### src/rtl/mle_pkg.sv
// Shared constants, types and a helper function for the Maidenhead locator encoder.
`timescale 1ns / 1ps
package mle_pkg;

    // Pre-scaled offset word that enters the fine-cell divider, below 675000000.
    typedef logic [29:0] t_fine_x;
    // Finest cell index, below 43200.
    typedef logic [15:0] t_fine_idx;
    // Level count register.
    typedef logic [2:0]  t_levels;

    // Half spans in 1e-7 degree units.
    localparam logic signed [32:0] LON_HALF     = 33'sd1800000000;
    localparam logic [31:0]        LON_TOP_OFF  = 32'd3599999999;
    localparam logic signed [31:0] LAT_HALF     = 32'sd900000000;
    localparam logic [30:0]        LAT_TOP_OFF  = 31'd1799999999;

    // The fine index is floor(3 * off / 250000) for longitude and floor(3 * off / 125000)
    // for latitude; after a shift by four or three both become a division by 15625.
    localparam logic [29:0] FINE_DIVISOR    = 30'd15625;
    localparam logic [30:0] FINE_RECIP      = 31'd1125899906;
    localparam int          FINE_RECIP_SH   = 44;

    // Reciprocals for the mixed-radix digit split.
    localparam logic [15:0] RECIP_DIV10_WIDE = 16'd52429;
    localparam logic [9:0]  RECIP_DIV3       = 10'd683;
    localparam logic [7:0]  RECIP_DIV10_NAR  = 8'd205;

    // Character bases.
    localparam logic [6:0] CHAR_UPPER_A = 7'd65;
    localparam logic [6:0] CHAR_LOWER_A = 7'd97;
    localparam logic [5:0] CHAR_ZERO    = 6'd48;

    // Largest useful level count.
    localparam t_levels MAX_LEVELS   = 3'd4;
    localparam t_levels RESET_LEVELS = 3'd3;

    // Pipeline depth from acceptance to the output register.
    localparam int PIPE_DEPTH = 7;

    // Multiply by ten using shifts and an add.
    function automatic logic [16:0] times_ten(input logic [13:0] v);
        times_ten = {v, 3'b000} + {2'b00, v, 1'b0};
    endfunction

endpackage

### src/rtl/maidenhead_locator_encoder.sv
// A word accepted on start passes the offset, divider, digit-split and output registers and then appears with o_strobe.
// Throughput: one word per cycle; a seven-stage pipeline with no feedback sets the rate.
// busy is never raised and the receiver cannot stall, so nothing is ever held back.
// Reset (synchronous, active low) clears the valid pipeline and sets the level count to three.
`timescale 1ns / 1ps
module maidenhead_locator_encoder (
    input  logic        i_clk,
    input  logic        i_rst_n,
    input  logic        start,
    output logic        busy,
    input  logic [31:0] i_longitude,
    input  logic [30:0] i_latitude,
    input  logic        i_cfg_we,
    input  logic [2:0]  i_cfg_wdata,
    output logic        o_strobe,
    output logic [6:0]  o_field_lon_char,
    output logic [6:0]  o_field_lat_char,
    output logic [5:0]  o_square_lon_char,
    output logic [5:0]  o_square_lat_char,
    output logic [6:0]  o_subsquare_lon_char,
    output logic [6:0]  o_subsquare_lat_char,
    output logic [5:0]  o_extended_lon_char,
    output logic [5:0]  o_extended_lat_char,
    output logic [3:0]  o_chars_written
);
    import mle_pkg::*;

    t_fine_x   lon_x;
    t_fine_x   lat_x;
    t_fine_idx lon_idx;
    t_fine_idx lat_idx;
    logic [4:0] lon_field, lat_field, lon_sub, lat_sub;
    logic [3:0] lon_sq, lat_sq, lon_ext, lat_ext;

    t_levels                 r_levels;
    t_levels                 lv;
    logic [PIPE_DEPTH-1:0]   r_vld;
    logic [PIPE_DEPTH-1:0]   n_vld;

    logic [6:0] n_field_lon, n_field_lat, n_sub_lon, n_sub_lat;
    logic [5:0] n_sq_lon, n_sq_lat, n_ext_lon, n_ext_lat;
    logic [3:0] n_chars;
    logic [6:0] r_field_lon, r_field_lat, r_sub_lon, r_sub_lat;
    logic [5:0] r_sq_lon, r_sq_lat, r_ext_lon, r_ext_lat;
    logic [3:0] r_chars;

    assign busy = 1'b0;

    // Level count register.
    always_ff @(posedge i_clk) begin
        if (!i_rst_n) begin
            r_levels <= RESET_LEVELS;
        end else if (i_cfg_we) begin
            r_levels <= i_cfg_wdata;
        end
    end

    // Valid bits travel alongside the data stages.
    assign n_vld = {r_vld[PIPE_DEPTH-2:0], start & ~busy};

    always_ff @(posedge i_clk) begin
        if (!i_rst_n) begin
            r_vld <= '0;
        end else begin
            r_vld <= n_vld;
        end
    end

    mle_offset u_offset (
        .i_clk       (i_clk),
        .i_longitude (i_longitude),
        .i_latitude  (i_latitude),
        .o_lon_x     (lon_x),
        .o_lat_x     (lat_x)
    );

    mle_fine_div u_lon_div (
        .i_clk (i_clk),
        .i_x   (lon_x),
        .o_idx (lon_idx)
    );

    mle_fine_div u_lat_div (
        .i_clk (i_clk),
        .i_x   (lat_x),
        .o_idx (lat_idx)
    );

    mle_digit_split u_lon_split (
        .i_clk       (i_clk),
        .i_idx       (lon_idx),
        .o_field     (lon_field),
        .o_square    (lon_sq),
        .o_subsquare (lon_sub),
        .o_extended  (lon_ext)
    );

    mle_digit_split u_lat_split (
        .i_clk       (i_clk),
        .i_idx       (lat_idx),
        .o_field     (lat_field),
        .o_square    (lat_sq),
        .o_subsquare (lat_sub),
        .o_extended  (lat_ext)
    );

    // Character formatting, with levels beyond the count forced to zero.
    always_comb begin
        lv          = (r_levels > MAX_LEVELS) ? MAX_LEVELS : r_levels;
        n_field_lon = (lv > 3'd0) ? CHAR_UPPER_A + {2'b00, lon_field} : 7'd0;
        n_field_lat = (lv > 3'd0) ? CHAR_UPPER_A + {2'b00, lat_field} : 7'd0;
        n_sq_lon    = (lv > 3'd1) ? CHAR_ZERO + {2'b00, lon_sq} : 6'd0;
        n_sq_lat    = (lv > 3'd1) ? CHAR_ZERO + {2'b00, lat_sq} : 6'd0;
        n_sub_lon   = (lv > 3'd2) ? CHAR_LOWER_A + {2'b00, lon_sub} : 7'd0;
        n_sub_lat   = (lv > 3'd2) ? CHAR_LOWER_A + {2'b00, lat_sub} : 7'd0;
        n_ext_lon   = (lv > 3'd3) ? CHAR_ZERO + {2'b00, lon_ext} : 6'd0;
        n_ext_lat   = (lv > 3'd3) ? CHAR_ZERO + {2'b00, lat_ext} : 6'd0;
        n_chars     = {lv, 1'b0};
    end

    // Output register.
    always_ff @(posedge i_clk) begin
        r_field_lon <= n_field_lon;
        r_field_lat <= n_field_lat;
        r_sq_lon    <= n_sq_lon;
        r_sq_lat    <= n_sq_lat;
        r_sub_lon   <= n_sub_lon;
        r_sub_lat   <= n_sub_lat;
        r_ext_lon   <= n_ext_lon;
        r_ext_lat   <= n_ext_lat;
        r_chars     <= n_chars;
    end

    assign o_strobe             = r_vld[PIPE_DEPTH-1];
    assign o_field_lon_char     = r_field_lon;
    assign o_field_lat_char     = r_field_lat;
    assign o_square_lon_char    = r_sq_lon;
    assign o_square_lat_char    = r_sq_lat;
    assign o_subsquare_lon_char = r_sub_lon;
    assign o_subsquare_lat_char = r_sub_lat;
    assign o_extended_lon_char  = r_ext_lon;
    assign o_extended_lat_char  = r_ext_lat;
    assign o_chars_written      = r_chars;

endmodule

### src/rtl/mle_offset.sv
// First stage: saturation, offset to the positive range and pre-scaling of both coordinates.
`timescale 1ns / 1ps
module mle_offset (
    input  logic              i_clk,
    input  logic [31:0]       i_longitude,
    input  logic [30:0]       i_latitude,
    output mle_pkg::t_fine_x  o_lon_x,
    output mle_pkg::t_fine_x  o_lat_x
);
    import mle_pkg::*;

    logic signed [32:0] lon_ext;
    logic signed [32:0] lon_sum;
    logic [31:0]        lon_off;
    logic [33:0]        lon_x3;
    logic signed [31:0] lat_ext;
    logic signed [31:0] lat_sum;
    logic [30:0]        lat_off;
    logic [32:0]        lat_x3;
    t_fine_x            n_lon_x;
    t_fine_x            n_lat_x;
    t_fine_x            r_lon_x;
    t_fine_x            r_lat_x;

    // Longitude: clamp to the span, pulling the exact east edge into the last cell.
    always_comb begin
        lon_ext = {i_longitude[31], i_longitude};
        lon_sum = lon_ext + LON_HALF;
        if (lon_ext >= LON_HALF) begin
            lon_off = LON_TOP_OFF;
        end else if (lon_ext < -LON_HALF) begin
            lon_off = 32'd0;
        end else begin
            lon_off = lon_sum[31:0];
        end
        lon_x3  = {2'b00, lon_off} + {1'b0, lon_off, 1'b0};
        n_lon_x = lon_x3[33:4];
    end

    // Latitude: the same with half the span, so one bit less of shift.
    always_comb begin
        lat_ext = {i_latitude[30], i_latitude};
        lat_sum = lat_ext + LAT_HALF;
        if (lat_ext >= LAT_HALF) begin
            lat_off = LAT_TOP_OFF;
        end else if (lat_ext < -LAT_HALF) begin
            lat_off = 31'd0;
        end else begin
            lat_off = lat_sum[30:0];
        end
        lat_x3  = {2'b00, lat_off} + {1'b0, lat_off, 1'b0};
        n_lat_x = lat_x3[32:3];
    end

    // Stage register.
    always_ff @(posedge i_clk) begin
        r_lon_x <= n_lon_x;
        r_lat_x <= n_lat_x;
    end

    assign o_lon_x = r_lon_x;
    assign o_lat_x = r_lat_x;

endmodule

### src/rtl/mle_fine_div.sv
// Two-stage division by 15625 through a reciprocal multiply and a one-step correction.
`timescale 1ns / 1ps
module mle_fine_div (
    input  logic               i_clk,
    input  mle_pkg::t_fine_x   i_x,
    output mle_pkg::t_fine_idx o_idx
);
    import mle_pkg::*;

    logic [60:0] prod;
    logic [16:0] n_qe;
    logic [16:0] r_qe;
    t_fine_x     r_x;
    logic [30:0] qe_times_d;
    logic [30:0] rem;
    logic [16:0] q_fix;
    t_fine_idx   n_idx;
    t_fine_idx   r_idx;

    // Estimate: never above the true quotient and at most one below it.
    always_comb begin
        prod = {31'd0, i_x} * {30'd0, FINE_RECIP};
        n_qe = prod[60:FINE_RECIP_SH];
    end

    always_ff @(posedge i_clk) begin
        r_qe <= n_qe;
        r_x  <= i_x;
    end

    // Correction: bump the estimate when the remainder reaches the divisor.
    always_comb begin
        qe_times_d = {14'd0, r_qe} * {1'b0, FINE_DIVISOR};
        rem        = {1'b0, r_x} - qe_times_d;
        q_fix      = (rem >= {1'b0, FINE_DIVISOR}) ? r_qe + 17'd1 : r_qe;
        n_idx      = q_fix[15:0];
    end

    always_ff @(posedge i_clk) begin
        r_idx <= n_idx;
    end

    assign o_idx = r_idx;

endmodule

### src/rtl/mle_digit_split.sv
// Three-stage mixed-radix split of a fine index into field, square, subsquare and extended digits.
`timescale 1ns / 1ps
module mle_digit_split (
    input  logic               i_clk,
    input  mle_pkg::t_fine_idx i_idx,
    output logic [4:0]         o_field,
    output logic [3:0]         o_square,
    output logic [4:0]         o_subsquare,
    output logic [3:0]         o_extended
);
    import mle_pkg::*;

    logic [31:0] p4;
    logic [12:0] n_t1;
    logic [16:0] t1_x10;
    logic [15:0] ext_diff;
    logic [12:0] r_t1;
    logic [3:0]  r_ext4;

    logic [19:0] p5;
    logic [7:0]  n_t2;
    logic [12:0] t2_x24;
    logic [12:0] sub_diff;
    logic [7:0]  r_t2;
    logic [4:0]  r_sub5;
    logic [3:0]  r_ext5;

    logic [15:0] p6;
    logic [4:0]  n_field;
    logic [16:0] field_x10;
    logic [7:0]  sq_diff;
    logic [4:0]  r_field;
    logic [3:0]  r_sq;
    logic [4:0]  r_sub6;
    logic [3:0]  r_ext6;

    // Extended digit: index modulo ten, quotient goes on.
    always_comb begin
        p4       = {16'd0, i_idx} * {16'd0, RECIP_DIV10_WIDE};
        n_t1     = p4[31:19];
        t1_x10   = times_ten({1'b0, n_t1});
        ext_diff = i_idx - t1_x10[15:0];
    end

    always_ff @(posedge i_clk) begin
        r_t1   <= n_t1;
        r_ext4 <= ext_diff[3:0];
    end

    // Subsquare: quotient modulo twenty-four, dividing by eight then by three.
    always_comb begin
        p5       = {10'd0, r_t1[12:3]} * {10'd0, RECIP_DIV3};
        n_t2     = p5[18:11];
        t2_x24   = {1'b0, n_t2, 4'b0000} + {2'b00, n_t2, 3'b000};
        sub_diff = r_t1 - t2_x24;
    end

    always_ff @(posedge i_clk) begin
        r_t2   <= n_t2;
        r_sub5 <= sub_diff[4:0];
        r_ext5 <= r_ext4;
    end

    // Square and field: the remaining quotient split by ten.
    always_comb begin
        p6        = {8'd0, r_t2} * {8'd0, RECIP_DIV10_NAR};
        n_field   = p6[15:11];
        field_x10 = times_ten({9'd0, n_field});
        sq_diff   = r_t2 - field_x10[7:0];
    end

    always_ff @(posedge i_clk) begin
        r_field <= n_field;
        r_sq    <= sq_diff[3:0];
        r_sub6  <= r_sub5;
        r_ext6  <= r_ext5;
    end

    assign o_field     = r_field;
    assign o_square    = r_sq;
    assign o_subsquare = r_sub6;
    assign o_extended  = r_ext6;

endmodule

### config.mk
export PLATFORM = sky130hd
export DESIGN_NAME = maidenhead_locator_encoder
export DESIGN_NICKNAME = d
export VERILOG_FILES = /design/src/rtl/mle_pkg.sv /design/src/rtl/maidenhead_locator_encoder.sv /design/src/rtl/mle_offset.sv /design/src/rtl/mle_fine_div.sv /design/src/rtl/mle_digit_split.sv
export SDC_FILE = /design/constraint.sdc
export NUM_CORES = 2
export LEC_CHECK = 0
export ABC_AREA = 1
export BUFFER_PORTS_ARGS = -buffer_cell sky130_fd_sc_hd__buf_2
export CORE_AREA = 2 2 345 347
export DETAILED_ROUTE_END_ITERATION = 12
export DIE_AREA = 0 0 347 349
export PLACE_DENSITY = 0.85
export SYNTH_ARGS = -nofsm -noshare
export SYNTH_HDL_FRONTEND = slang
export SYNTH_HIERARCHICAL = 1
export SYNTH_SLANG_ARGS = --single-unit
### constraint.sdc
create_clock -name i_clk -period 11.2 [get_ports i_clk]
set_clock_uncertainty 0.05 [all_clocks]
set_input_delay 1.12 -clock i_clk [delete_from_list [all_inputs] [get_ports i_clk]]
set_output_delay 1.12 -clock i_clk [all_outputs]
set_load 0.1 [all_outputs]
==> results_dict.tcl <==
set metrics [dict create \
    postCtsResizedCells 0 \
    final_cells 11000 \
    grt_first_pass_wirelength_um 313300 \
    status "finished clean" \
    grt_max_degree 46 \
    routed_wl_um 190800 \
    r2r_start "u_lon_div/r_qe[2]" \
    synthMostInstantiatedCell "inv_1" \
    cts-buffers-inserted 42 \
    ys_types 60 \
    ys_top_cells_by_count "inv_1 (2582), nand2_1 (1606), ha_1 (1528)" \
    die-area_um2 121100 \
    area_growth_pct 4.986 \
    gr-usage-met3_pct 4.098 \
    drtIter0Drc 3896 \
    critPathKind "register to register" \
    clk_pin_slew_ns 0.06 \
    num_vias 60070 \
    setup_viol 0 \
    r2r_cells 22 \
    core_um2 117500 \
    grt_pass1_vias 63800 \
    place_area_um2 78020 \
    num-nets-final 12120 \
    hpwlAfterDp_um 166000 \
    hp-class "register to register" \
    utilization_pct 67.65 \
    dp_cells 10920 \
    ys_warn_count 6 \
    synthAdderAreaFrac_pct 54.20 \
    worst_r2r_endpoint "u_lon_div/o_idx[10]" \
    fin_tns_setup_ns 0 \
    cts_setup_buffers 0 \
    max_cap_viol_count 0 \
    min_period_over_period_pct 61.13 \
    ff2ff_setup_slack_ns 4.35 \
    synth_flop_cell "dfxtp_1" \
    die_w_um 347 \
    synthCells 9289 \
    crit_path_end_kind "register" \
    ys_seq_area_share_pct 9.206 \
    gp_congestion 1.013 \
    critPathLaunch "u_lon_div/r_qe[2]" \
    ys_ff_latch 348 \
    clock_sinks 348 \
    grt_overflow 0 \
    synth_edf_count 0 \
    syn_area_um2 75680 \
    use_met2_pct 57.69 \
    layout_min_cycle_time_ns 6.846 \
    wl_per_cell_um 17.35 \
    grt_usage_pct 32.10 \
    synth_xor_area_share_pct 2.298 \
    synthArstFlopShare_pct 0 \
    ctsLongestPathBuffers 3 \
    die_h_um 349 \
    yosysTopAreaCell "fa_1" \
    synth_compound_area_share_pct 4.890 \
    worst_pin_slew_ns 0.9663 \
    yosys-top-cells-area "fa_1 (29%), ha_1 (25%), inv_1 (13%)" \
    finalHoldViolations 0 \
    rows 126 \
    top_usage_layer "met2" \
    cts_tree "built" \
    fmax_mhz 146.1 \
    synth_top_family_by_area "adder cells" \
    crit_path_end "u_lon_div/o_idx[10]" \
    htreeDepth 2 \
    grt_setup_unrepaired "no" \
    avgViaCountPerCell 5.462 \
    ant_nets 0 \
    slew_headroom_pct 35.49 \
    synth_top_area_share_pct 28.94 \
    slew_viol_final 0 \
    yosys.area_share.simple_pct 16.12 \
    synth_area_per_cell_um2 8.147 \
    first_pass_iters 6 \
    cp-start-kind "register" \
    cp_max_fo 17 \
    drc_errors 0 \
    clock_latency_ns 0.65 \
    crit_arrival_ns 7.29 \
    ios 128 \
    finalInstanceArea_um2 79450 \
    met1_usage_pct 38.50 \
    cp.required_ns 11.65 \
    numPortBuffers 125 \
    postCtsHoldBufs 0 \
    antenna_found_initial 5 \
    start_util_pct 64.43 \
    root_buffer "clkbuf_16" \
    drive_gt1_share_pct 4.113 \
    synth_mux_area_share_pct 0 \
]
## through the flow
stage          setup slack [ns]  hold slack (ns)
6_report                  4.354           0.2736
3_5_place_dp              4.481           0.2621
3_3_place_gp              4.599           0.2630
2_1_floorplan             5.247           0.2596
5_1_grt                   4.051           0.2793
4_1_cts                   4.437           0.2750
## routing by layer
metal	wire, um	up-vias
met5	0	-
met4	9327	0
met3	11300	581
met2	93500	2025
met1	76650	28850
li1	-	28610
## cells by family after synthesis
logic type	count (synthesis)
DFF	348
and+or+nand+nor	2813
AOI/OAI and AO/OA	660
other	1
buffers and inverters	2648
adders and majority gates	2622
xor gates and xnor gates	197
## area by class of cell
| cell class | instances | area, um^2 |
|---|---|---|
| diodes | 3 | 7.507 |
| clock buffers | 55 | 1200 |
| clock inverters | 20 | 224.0 |
| fillers | 9291 | 38000 |
| inverters | 2612 | 9807 |
| multi-input cells | 6294 | 58670 |
| flip-flops and latches | 348 | 6967 |
| well taps | 1536 | 1922 |
| repair buffers | 129 | 655.6 |
## sequential cells by signal, indices dropped and copies added, names as in the netlist, 8 cells and up
register / count
u_lat_split/r_t1: 13
u_lon_div/r_qe: 17
u_lon_split/r_t1: 13
u_lat_split/r_t2: 8
u_lon_div/r_x: 30
u_offset/o_lat_x: 30
u_lat_div/o_idx: 16
u_offset/o_lon_x: 30
u_lon_split/r_t2: 8
u_lat_div/r_x: 30
u_lat_div/r_qe: 17
u_lon_div/o_idx: 16
## cells in the final DEF, fill, tap and decap left out, types with 33 or more instances in the layout
cell / n
ha_1: 1528
nand2_1: 1606
clkbuf_16: 42
o21bai_1: 36
buf_2: 125
fa_1: 1094
nand3_1: 311
nor2_2: 38
a21oi_1: 325
o21ai_0: 170
nand3b_1: 33
inv_1: 2582
nand4_1: 113
dfxtp_1: 348
xor2_1: 129
nand2_2: 49
xnor2_1: 67
nor2_1: 509
nor3_1: 53
## worst min path at each step
stage                                startpoint                   endpoint  slack (ns)  depth (start not counted)
after detailed placement  u_lat_split/r_ext4[2]      u_lat_split/r_ext5[2]        0.26                          0
after global placement    u_lon_split/r_ext5[3]  u_lon_split/o_extended[3]        0.26                          0
after floorplan           u_lat_split/r_ext5[0]  u_lat_split/o_extended[0]        0.26                          0
after CTS                 u_lon_split/r_ext5[0]  u_lon_split/o_extended[0]        0.28                          0
final                     u_lon_split/r_ext5[0]  u_lon_split/o_extended[0]        0.27                          0
after global routing      u_lat_split/r_ext4[2]      u_lat_split/r_ext5[2]        0.28                          0
## worst max-delay path, stage by stage, from the launching register on
cell	delay, ns
dfxtp_1	0.66
inv_1	0.29
fa_1	0.48
fa_1	0.55
inv_1	0.05
fa_1	0.47
fa_1	0.59
fa_1	0.52
fa_1	0.54
inv_1	0.04
ha_1	0.39
nand2_1	0.16
nor2_1	0.22
and2_1	0.21
nand3_1	0.12
nand4_1	0.11
nand2_1	0.08
nor2_1	0.10
nand2_1	0.09
nor2_4	0.45
nand3_4	0.27
nand2_1	0.17
nand2_1	0.08
Power is left out: the tool's default activity adds up to more than one toggle a clock period on the data nets, which glitch-free logic cannot reach.
